<file path="src/cbt_pkg.sv">
`timescale 1ns / 1ps
// shared types, constants and bernstein weight table of the bezier tessellator
package cbt_pkg;

   localparam int COORD_WIDTH  = 24;
   localparam int SAMPLES      = 20;
   localparam int SAMPLE_WIDTH = $clog2(SAMPLES);
   localparam int DEN          = SAMPLES * SAMPLES * SAMPLES;
   localparam int WEIGHT_WIDTH = $clog2(DEN + 1);
   localparam int ACC_WIDTH    = COORD_WIDTH + WEIGHT_WIDTH + 1;

   // den = 2^DEN_SHIFT * 125, the odd part is divided by a reciprocal multiply
   localparam int DEN_SHIFT    = 6;
   localparam int QIN_WIDTH    = ACC_WIDTH - 1 - DEN_SHIFT;
   localparam int RECIP_WIDTH  = 32;
   localparam int RECIP_SHIFT  = 38;
   localparam int MUL_WIDTH    = QIN_WIDTH + RECIP_WIDTH;
   localparam int QUOT_WIDTH   = COORD_WIDTH + 1;
   localparam logic [RECIP_WIDTH-1:0] RECIP = 32'd2199023256;

   // half den for rounding plus den * 2^(w-1) to keep the sum non-negative
   localparam longint BIAS_VALUE = longint'(DEN / 2)
                                 + longint'(DEN) * (longint'(1) << (COORD_WIDTH - 1));
   localparam logic signed [ACC_WIDTH-1:0] ROUND_BIAS = ACC_WIDTH'(BIAS_VALUE);

   localparam logic [COORD_WIDTH-1:0] COORD_MAX = {1'b0, {(COORD_WIDTH - 1){1'b1}}};

   localparam int HEAD_DEPTH  = 3;
   localparam int GROUP_DEPTH = 4;
   localparam int COORDS      = 3;

   typedef logic signed [COORD_WIDTH-1:0] coord_type;
   typedef logic [COORDS-1:0][COORD_WIDTH-1:0] point_type;

   typedef struct packed {
      coord_type ctrl_x;
      coord_type ctrl_y;
      coord_type ctrl_z;
      logic      final_point;
   } req_type;

   typedef struct packed {
      coord_type pos_x;
      coord_type pos_y;
      coord_type pos_z;
      logic      segment_end;
      logic      curve_end;
   } rsp_type;

   typedef struct packed {
      logic                    load;
      logic                    head_we;
      logic [1:0]              head_idx;
      logic [1:0]              group_idx;
      logic                    copy;
      logic [1:0]              copy_src;
      logic [1:0]              copy_dst;
      logic                    issue;
      logic [SAMPLE_WIDTH-1:0] sample_idx;
      logic                    seg_end;
      logic                    curve_end;
   } cmd_type;

   typedef struct packed {
      logic advance;
   } status_type;

   typedef logic [GROUP_DEPTH-1:0][WEIGHT_WIDTH-1:0] weight_row_type;
   typedef weight_row_type [SAMPLES-1:0] weight_table_type;

   function automatic weight_table_type build_weights();
      weight_table_type tab;
      int u;
      for (int j = 0; j < SAMPLES; j++) begin
         u = SAMPLES - j;
         tab[j][0] = WEIGHT_WIDTH'(u * u * u);
         tab[j][1] = WEIGHT_WIDTH'(3 * j * u * u);
         tab[j][2] = WEIGHT_WIDTH'(3 * j * j * u);
         tab[j][3] = WEIGHT_WIDTH'(j * j * j);
      end
      return tab;
   endfunction

   localparam weight_table_type WEIGHTS = build_weights();

endpackage

</file>
<file path="src/cbt_ctrl.sv">
`timescale 1ns / 1ps
// control state machine: point counting, group completion and sample sequencing
module cbt_ctrl (
   input  logic                 clock,
   input  logic                 reset,
   input  logic                 req_valid,
   output logic                 req_ready,
   input  logic                 req_final,
   input  cbt_pkg::status_type  status,
   output cbt_pkg::cmd_type     cmd
);
   import cbt_pkg::*;

   typedef enum logic [2:0] {
      ST_COLLECT = 3'b001,
      ST_FILL    = 3'b010,
      ST_EMIT    = 3'b100
   } ctrl_state_type;

   localparam logic [SAMPLE_WIDTH-1:0] SAMPLE_LAST = SAMPLE_WIDTH'(SAMPLES - 1);

   ctrl_state_type          state_ff, state_in;
   logic [1:0]              fill_ff, fill_in;
   logic [2:0]              seen_ff, seen_in;
   logic [1:0]              copy_k_ff, copy_k_in;
   logic [1:0]              copy_base_ff, copy_base_in;
   logic [2:0]              copy_cnt_ff, copy_cnt_in;
   logic [SAMPLE_WIDTH-1:0] sample_ff, sample_in;
   logic                    last_ff, last_in;

   logic       accept;
   logic [2:0] fill_next;
   logic [2:0] seen_next;
   logic [1:0] src;

   always_comb begin
      req_ready = (state_ff == ST_COLLECT);
      accept    = req_valid && req_ready;
      fill_next = {1'b0, fill_ff} + 3'd1;
      seen_next = (seen_ff == 3'd4) ? seen_ff : seen_ff + 3'd1;

      // wrap onto the curve's first points
      unique case (copy_cnt_ff)
         3'd1: begin
            src = 2'd0;
         end
         3'd2: begin
            src = {1'b0, copy_k_ff[0]};
         end
         3'd3: begin
            src = (copy_k_ff == 2'd3) ? 2'd0 : copy_k_ff;
         end
         default: begin
            src = copy_k_ff - copy_base_ff;
         end
      endcase
   end

   always_comb begin
      cmd.load       = accept;
      cmd.head_we    = (seen_ff < 3'(HEAD_DEPTH));
      cmd.head_idx   = seen_ff[1:0];
      cmd.group_idx  = fill_ff;
      cmd.copy       = (state_ff == ST_FILL);
      cmd.copy_src   = src;
      cmd.copy_dst   = copy_k_ff;
      cmd.issue      = (state_ff == ST_EMIT) && status.advance;
      cmd.sample_idx = sample_ff;
      cmd.seg_end    = (sample_ff == SAMPLE_LAST);
      cmd.curve_end  = last_ff && (sample_ff == SAMPLE_LAST);
   end

   always_comb begin
      state_in     = state_ff;
      fill_in      = fill_ff;
      seen_in      = seen_ff;
      copy_k_in    = copy_k_ff;
      copy_base_in = copy_base_ff;
      copy_cnt_in  = copy_cnt_ff;
      sample_in    = sample_ff;
      last_in      = last_ff;
      unique case (state_ff)
         ST_COLLECT: begin
            if (accept) begin
               if (fill_next == 3'd4) begin
                  state_in  = ST_EMIT;
                  sample_in = '0;
                  last_in   = req_final;
                  fill_in   = 2'd0;
                  seen_in   = req_final ? 3'd0 : seen_next;
               end else if (req_final) begin
                  state_in     = ST_FILL;
                  copy_k_in    = fill_next[1:0];
                  copy_base_in = fill_next[1:0];
                  copy_cnt_in  = seen_next;
                  last_in      = 1'b1;
                  fill_in      = 2'd0;
                  seen_in      = 3'd0;
               end else begin
                  fill_in = fill_next[1:0];
                  seen_in = seen_next;
               end
            end
         end
         ST_FILL: begin
            if (copy_k_ff == 2'd3) begin
               state_in  = ST_EMIT;
               sample_in = '0;
            end else begin
               copy_k_in = copy_k_ff + 2'd1;
            end
         end
         ST_EMIT: begin
            if (status.advance) begin
               if (sample_ff == SAMPLE_LAST) begin
                  state_in = ST_COLLECT;
               end else begin
                  sample_in = sample_ff + SAMPLE_WIDTH'(1);
               end
            end
         end
         default: begin
            state_in = ST_COLLECT;
         end
      endcase
   end

   always_ff @(posedge clock) begin
      if (reset) begin
         state_ff <= ST_COLLECT;
         fill_ff  <= 2'd0;
         seen_ff  <= 3'd0;
         last_ff  <= 1'b0;
      end else begin
         state_ff <= state_in;
         fill_ff  <= fill_in;
         seen_ff  <= seen_in;
         last_ff  <= last_in;
      end
      copy_k_ff    <= copy_k_in;
      copy_base_ff <= copy_base_in;
      copy_cnt_ff  <= copy_cnt_in;
      sample_ff    <= sample_in;
   end

endmodule

</file>
<file path="config.mk">
export PLATFORM = sky130hd
export DESIGN_NAME = cbt_ctrl
export DESIGN_NICKNAME = d
export VERILOG_FILES = /design/src/cbt_pkg.sv /design/src/cbt_ctrl.sv
export SDC_FILE = /design/constraint.sdc
export NUM_CORES = 1
export LEC_CHECK = 0
export BUFFER_PORTS_ARGS = -buffer_cell sky130_fd_sc_hd__clkbuf_2
export CORE_MARGIN = 5
export CORE_UTILIZATION = 25
export DETAILED_ROUTE_END_ITERATION = 8
export HOLD_SLACK_MARGIN = 0.08
export RECOVER_POWER = 100
export SYNTH_ARGS = -nofsm -noshare
export SYNTH_HDL_FRONTEND = slang
export SYNTH_SLANG_ARGS = --single-unit
</file>
<file path="constraint.sdc">
create_clock -name clock -period 1.8 [get_ports clock]
set_input_delay 0.27 -clock clock [delete_from_list [all_inputs] [get_ports clock]]
set_output_delay 0.27 -clock clock [all_outputs]
set_load 0.01 [all_outputs]
</file>
# Word-level counts from Yosys, hierarchy flattened

Index checks and enable logic that the tools add are counted.

Flip-flop bits (word level): 21
Bits of input ports: 5
Bits in writable memories: 0
Memory bits (read-only): 0
Word-level logic and storage cells: 73
Latch bits: 0
Output and inout bits: 20
Memories kept: 0

Multiplexer cells: 26
Add/sub/neg operators: 5
Shift operators: 0
Multiply operators: 0
Bitwise gates (word level): 1
Div/mod/pow operators: 0
$lt $le $gt $ge: 1
Reduce and logical (&&, ||, !) cells: 12
Equal/unequal tests: 20

Operators with widths:

| kind                                                                          | count |
|---|---|
| 5-bit two-way mux                                                             | 5 |
| 3-bit two-way mux                                                             | 8 |
| 5-bit one-hot mux with 3 select lines                                         | 1 |
| 2-bit two-way mux                                                             | 7 |
| 2-bit inequality test (second input constant)                                 | 5 |
| 5-bit AND reduction                                                           | 2 |
| 3-bit by 2-bit == test with 1-bit output (second input constant)              | 3 |
| 3-bit == test (second input constant)                                         | 3 |
| 3-bit one-hot mux with 3 select lines                                         | 1 |
| 2-bit by 1-bit inequality test with 1-bit output (second input constant)      | 4 |
| 3-bit by 1-bit == test with 1-bit output (second input constant)              | 2 |
| 2-bit one-hot mux with 3 select lines                                         | 1 |
| 6-bit AND reduction                                                           | 1 |
| 5-bit by 1-bit adder with 5-bit output (second input constant)                | 1 |
| 5-bit == test (second input constant)                                         | 1 |
| 2-bit one-hot mux with 2 select lines                                         | 1 |
| 4-bit AND reduction                                                           | 1 |
| 2-bit nonzero test                                                            | 2 |
| 2-bit by 1-bit adder with 3-bit output (second input constant)                | 1 |
| 3-bit by 1-bit adder with 3-bit output (second input constant)                | 1 |
| 1-bit logical AND                                                             | 3 |
| 3-bit by 2-bit less-than comparator with 1-bit output (second input constant) | 1 |
| 3-bit by 1-bit inequality test with 1-bit output (second input constant)      | 1 |
| 3-bit AND reduction                                                           | 1 |
| other kinds (7)                                                               | 8 |

# Longest topological paths before layout

Word-level depth: 5
Depth in mapped cells: 6
Gate-level depth less buffers: 6

# Worst setup path after synthesis

No wires, ideal clock.

Path type: register -> register
Start: reg sample_ff[0]
End: reg sample_ff[0], enable pin
Arrival time: 1.646 ns
Path buffers: 0
Setup slack: -0.159 ns
Cell stages (with the launch flop): 6
Library setup time: 0.313 ns
Period minus slack after synthesis: 1.959 ns
Data required time: 1.487 ns
Cell sequence: edfxtp_1 > ha_1 > and4bb_2 > or3b_1 > a21oi_1 > o21a_1

RTL lines:

| item                   | RTL line        | RTL |
|---|---|---|
| start, declared        | cbt_ctrl.sv:28  | `logic [SAMPLE_WIDTH-1:0] sample_ff, sample_in;` |
| start signal, assigned | cbt_ctrl.sv:143 | `sample_ff <= sample_in;` |

# Worst setup path in the final report

Start: reg sample_ff[1]
End: reg sample_ff[2], enable pin

Longest elaborated chain between the ends: 3

Ends and longest elaborated chain:

| item                            | RTL line        | RTL |
|---|---|---|
| 5-bit == test                   | cbt_ctrl.sv:115 | `if (sample_ff == SAMPLE_LAST) begin` |
| 2-bit inequality test (no line) | n/a             |  |
| 6-bit AND reduction (no line)   | n/a             |  |

Every way passes these cells.
A chain may end at the register's enable or synchronous reset.

==> metrics.txt <==
# TYPE chip_impl_metric gauge
chip_impl_metric{name="maximum_count_of_clock_buffers_along_a_single_path",unit=""} 2
chip_impl_info{name="grt_setup_unrepaired",value="yes"} 1
chip_impl_metric{name="area_growth_syn_to_layout",unit="%"} 24.22
chip_impl_info{name="netlist.top_cell.by_area",value="sky130_fd_sc_hd__edfxtp_1"} 1
chip_impl_metric{name="final_layout_size_suffix_gt1_share",unit="%"} 23.13
chip_impl_metric{name="finish.utilization",unit="%"} 32.39
chip_impl_metric{name="synthDominantCellAreaShare",unit="%"} 29.06
chip_impl_metric{name="p_comb_share",unit="%"} 37.1
chip_impl_metric{name="detailroute.via_count",unit=""} 949
chip_impl_metric{name="initial_utilization",unit="%"} 26.08
chip_impl_info{name="netlist_top_cells_area",value="sky130_fd_sc_hd__edfxtp_1 (29%), sky130_fd_sc_hd__dfxtp_1 (15%), sky130_fd_sc_hd__ha_1 (8.1%), sky130_fd_sc_hd__nor2_1 (4.8%), sky130_fd_sc_hd__mux2i_1 (4.0%)"} 1
chip_impl_metric{name="length_in_cells_of_the_worst_reg_to_reg_path",unit=""} 5
chip_impl_metric{name="ys_async_sr_fraction",unit="%"} 0
chip_impl_metric{name="finalSetupTns",unit="ns"} -0.007095
chip_impl_metric{name="synth_sequential_area_ratio",unit="%"} 43.59
chip_impl_metric{name="timing.slew.headroom",unit="%"} 71.02
chip_impl_metric{name="grt_util_all_layers",unit="%"} 8.480
chip_impl_metric{name="routedWlPerCell",unit="um"} 10.80
chip_impl_metric{name="synth_edf_count",unit=""} 12
chip_impl_metric{name="floorplan.die.width",unit="um"} 80.43
chip_impl_metric{name="core_region_area",unit="mm2"} 0.004755
chip_impl_metric{name="dr.first_iter.drc_count",unit=""} 36
chip_impl_metric{name="hold_depth",unit=""} 3
chip_impl_metric{name="fin_total_pwr",unit="mW"} 1.528
chip_impl_info{name="worstSetupEndpointType",value="flip-flop"} 1
chip_impl_metric{name="cell_internal_power",unit="mW"} 1.013
chip_impl_metric{name="sw_frac_of_total",unit="%"} 33.74
chip_impl_metric{name="io_buffers",unit=""} 24
chip_impl_metric{name="route.detailed.drc",unit=""} 0
chip_impl_metric{name="detailedRoute.firstPassIterationCount",unit=""} 4
chip_impl_info{name="dominantRegCellSynth",value="sky130_fd_sc_hd__edfxtp_1"} 1
chip_impl_metric{name="grt.met3_usage",unit="%"} 2.691
chip_impl_info{name="hold_path.class",value="in -> reg"} 1
chip_impl_metric{name="grt_first_pass_wirelength",unit="um"} 4388
chip_impl_info{name="timing_worst_setup_path_type",value="reg -> reg"} 1
chip_impl_metric{name="num_clock_sinks",unit=""} 21
chip_impl_metric{name="num_antenna_cells",unit=""} 0
chip_impl_metric{name="cap_viol_max_count",unit=""} 0
chip_impl_metric{name="finalSetupViolations",unit=""} 5
chip_impl_metric{name="totalWireLength",unit="um"} 2452
chip_impl_metric{name="critPathMaxFanout",unit=""} 5
chip_impl_metric{name="fin_worst_skew",unit="ns"} 0.008759
chip_impl_info{name="crit-reg2reg-launch",value="sample_ff[1]"} 1
chip_impl_metric{name="timing.critical_path.required",unit="ns"} 1.76
chip_impl_metric{name="leakage_power_of_the_design",unit="nW"} 0.6003
chip_impl_info{name="global_route.peak_usage_layer",value="met2"} 1
chip_impl_metric{name="ff_latch_count_synth",unit=""} 21
chip_impl_metric{name="postRouteAntennaNets",unit=""} 0
chip_impl_metric{name="maxSlewViolCount",unit=""} 0
chip_impl_metric{name="post-dp-hpwl",unit="um"} 2001
chip_impl_metric{name="met1_capacity_usage_during_global_routing",unit="%"} 9.611
chip_impl_metric{name="grt_remaining_overflow",unit=""} 0
chip_impl_info{name="violations",value="setup timing"} 1
chip_impl_metric{name="gp_routability_congestion",unit=""} 0.7651
chip_impl_metric{name="detail_route.vias_per_cell",unit=""} 4.181
chip_impl_metric{name="synthesis.yosys.warnings",unit=""} 0
chip_impl_metric{name="ports_placed_on_the_boundary",unit=""} 25
chip_impl_metric{name="worst_skew_pair.late_latency",unit="ns"} 0.25
chip_impl_metric{name="timing.final.crit_period",unit="ns"} 1.802
chip_impl_metric{name="groute.layer.met2.usage",unit="%"} 14.82
chip_impl_metric{name="via_count_of_the_first_global_routing_pass",unit=""} 1022
chip_impl_info{name="result_of_the_run",value="finished, violations left"} 1
chip_impl_metric{name="min_period_over_period",unit="%"} 100.1
chip_impl_metric{name="die_y",unit="um"} 80.43
chip_impl_metric{name="power.share.clock",unit="%"} 19.2
chip_impl_metric{name="clk_pin_slew_worst_paths",unit="ns"} 0.07
chip_impl_metric{name="dieArea",unit="mm2"} 0.006468
chip_impl_info{name="ctsRootBufferMaster",value="sky130_fd_sc_hd__clkbuf_8"} 1
chip_impl_metric{name="arrival",unit="ns"} 1.77
chip_impl_metric{name="vdd.ir_drop.worst",unit="mV"} 0.3799
chip_impl_metric{name="share_seq_of_total_power",unit="%"} 43.7
chip_impl_metric{name="power_per_cell_area",unit="mW/mm2"} 992.2
chip_impl_metric{name="cts_htree_levels",unit=""} 1
chip_impl_info{name="critical_path.startpoint_type",value="flip-flop"} 1
chip_impl_metric{name="hold_violations",unit=""} 0
chip_impl_metric{name="synth_fp_nets",unit=""} 138
chip_impl_metric{name="total_switching_power",unit="mW"} 0.5156
chip_impl_metric{name="setup_slack_of_the_worst_register_to_register_path",unit="ns"} -0.002
chip_impl_metric{name="worst_pin_slew",unit="ns"} 0.4314
chip_impl_metric{name="antenna_violations_before_repair",unit=""} 0
chip_impl_info{name="cts_tree",value="done"} 1
chip_impl_metric{name="postSynthCellCount",unit=""} 125
chip_impl_info{name="worst_hold_path.endpoint",value="last_ff"} 1
chip_impl_metric{name="cts_inserted_buffers",unit=""} 3
chip_impl_metric{name="design.final.nets",unit=""} 174
chip_impl_metric{name="setup_ws",unit="ns"} -0.001763
chip_impl_info{name="timing.hold.worst.start",value="req_final"} 1
chip_impl_metric{name="synthDistinctLibCells",unit=""} 39
chip_impl_info{name="crit-reg2reg-capture",value="sample_ff[2]"} 1
chip_impl_metric{name="max_freq",unit="MHz"} 555.0
chip_impl_metric{name="grt_start_max_net_pins",unit=""} 14
chip_impl_metric{name="synthesized_area",unit="mm2"} 0.001240
chip_impl_metric{name="rows",unit=""} 25
chip_impl_metric{name="syn_avg_cell_area",unit="um2"} 9.920
## state kept, by name, summed over array words and instances, names as in the netlist
register,cells
copy_base_ff,2
copy_cnt_ff,3
copy_k_ff,2
fill_ff,2
last_ff,1
sample_ff,5
seen_ff,3
state_ff,3
## synth_stat cells (2+ instances only)
library cell / n
sky130_fd_sc_hd__inv_1: 9
sky130_fd_sc_hd__nand2b_1: 3
sky130_fd_sc_hd__nor3_1: 2
sky130_fd_sc_hd__edfxtp_1: 12
sky130_fd_sc_hd__xnor2_1: 4
sky130_fd_sc_hd__ha_1: 8
sky130_fd_sc_hd__or2b_1: 3
sky130_fd_sc_hd__xor2_1: 2
sky130_fd_sc_hd__or3b_1: 2
sky130_fd_sc_hd__nand2_1: 8
sky130_fd_sc_hd__a21oi_1: 8
sky130_fd_sc_hd__o22ai_1: 2
sky130_fd_sc_hd__dfxtp_1: 9
sky130_fd_sc_hd__nand3_1: 5
sky130_fd_sc_hd__and2_1: 2
sky130_fd_sc_hd__mux2i_1: 5
sky130_fd_sc_hd__nor4b_1: 2
sky130_fd_sc_hd__nor2_1: 16
sky130_fd_sc_hd__buf_4: 3
## worst max-delay path, cell delays in order, from the launching register on
cell                       delay (ns)
sky130_fd_sc_hd__edfxtp_1        0.40
sky130_fd_sc_hd__ha_2            0.20
sky130_fd_sc_hd__and4bb_2        0.22
sky130_fd_sc_hd__or3b_1          0.36
sky130_fd_sc_hd__a21oi_2         0.12
sky130_fd_sc_hd__o21a_2          0.21
## power groups by stage
stage,clock (mW),combinational (mW),sequential [mW]
finish,0.293,0.568,0.667
global route,0.329,0.645,0.680
CTS,0.304,0.586,0.659
detailed placement,0,0.574,0.674
global placement,0,0.574,0.671
floorplan,0,0.399,0.664
## cells in the final DEF, fill, tap and decap left out, types with 2 or more instances in the layout
| cell | count |
|---|---|
| sky130_fd_sc_hd__nand2_1 | 8 |
| sky130_fd_sc_hd__xnor2_1 | 3 |
| sky130_fd_sc_hd__nand3_1 | 5 |
| sky130_fd_sc_hd__or3b_1 | 2 |
| sky130_fd_sc_hd__mux2i_1 | 5 |
| sky130_fd_sc_hd__buf_4 | 6 |
| sky130_fd_sc_hd__clkbuf_2 | 13 |
| sky130_fd_sc_hd__nand2b_1 | 3 |
| sky130_fd_sc_hd__nor4b_1 | 2 |
| sky130_fd_sc_hd__and2_1 | 2 |
| sky130_fd_sc_hd__clkbuf_1 | 18 |
| sky130_fd_sc_hd__o22ai_1 | 2 |
| sky130_fd_sc_hd__or2b_1 | 3 |
| sky130_fd_sc_hd__xor2_1 | 2 |
| sky130_fd_sc_hd__dfxtp_1 | 7 |
| sky130_fd_sc_hd__inv_1 | 9 |
| sky130_fd_sc_hd__clkbuf_8 | 3 |
| sky130_fd_sc_hd__a21oi_1 | 7 |
| sky130_fd_sc_hd__ha_1 | 6 |
| sky130_fd_sc_hd__edfxtp_1 | 12 |
| sky130_fd_sc_hd__nor2_1 | 16 |
| sky130_fd_sc_hd__nor3_1 | 2 |
| sky130_fd_sc_hd__dfxtp_2 | 2 |
## worst max-delay path by stage
stage,slack (ns),depth (start not counted),endpoint,from
after floorplan,-0.11,5,sample_ff[0],sample_ff[0]
after global placement,-0.003,5,sample_ff[0],sample_ff[1]
after detailed placement,-0.05,5,sample_ff[1],sample_ff[1]
after CTS,0.003,5,sample_ff[2],sample_ff[1]
after global routing,-0.08,5,sample_ff[4],sample_ff[1]
final,-0.002,5,sample_ff[2],sample_ff[1]
## per-layer routing
metal,up-vias,share of wire (%)
met5,-,0
met3,2,6.6
met4,0,1.1
met2,16,47
li1,500,-
met1,431,46
## per-stage QoR
stage	setup slack, ns	instance area, um2	cells	hold slack, ns
finish	-0.001763	1540	227	0.3050
global route	-0.08209	1540	227	0.3392
CTS	0.003068	1548	227	0.3077
detailed placement	-0.05406	1494	222	0.4721
global placement	-0.003464	1494	222	0.4702
floorplan	-0.1111	1242	125	0.4305
## cells by family (layout without fill, tap and decap cells)
logic type	Yosys count	after routing	synth area share, %
and+or+nand+nor	52	52	24.52
xor gates and xnor gates	6	6	4.238
adders and majority gates	8	8	8.073
buffers and inverters	16	51	6.457
DFF	21	21	43.59
muxes	6	6	4.945
AOI/OAI and AO/OA	16	16	8.174
## repair_timing
item / CTS / global route
gates resized for setup: 1 / 9
pin swaps: 0 / 5
cloned: 0 / 0
hold buffers: 0 / 0
buffers inserted: 1 / 0
setup endpoints to repair: 6 / 10
hold endpoints to repair: 0 / 0
## cell type report
type / count / area (um2)
clock buffer: 4 / 45.04
sequential: 21 / 543.0
timing repair buffer: 37 / 178.9
inverter: 10 / 37.54
tap: 67 / 83.83
multi-input combinational: 88 / 651.9
fill: 529 / 3214
Power figures use the tool's default switching activity.
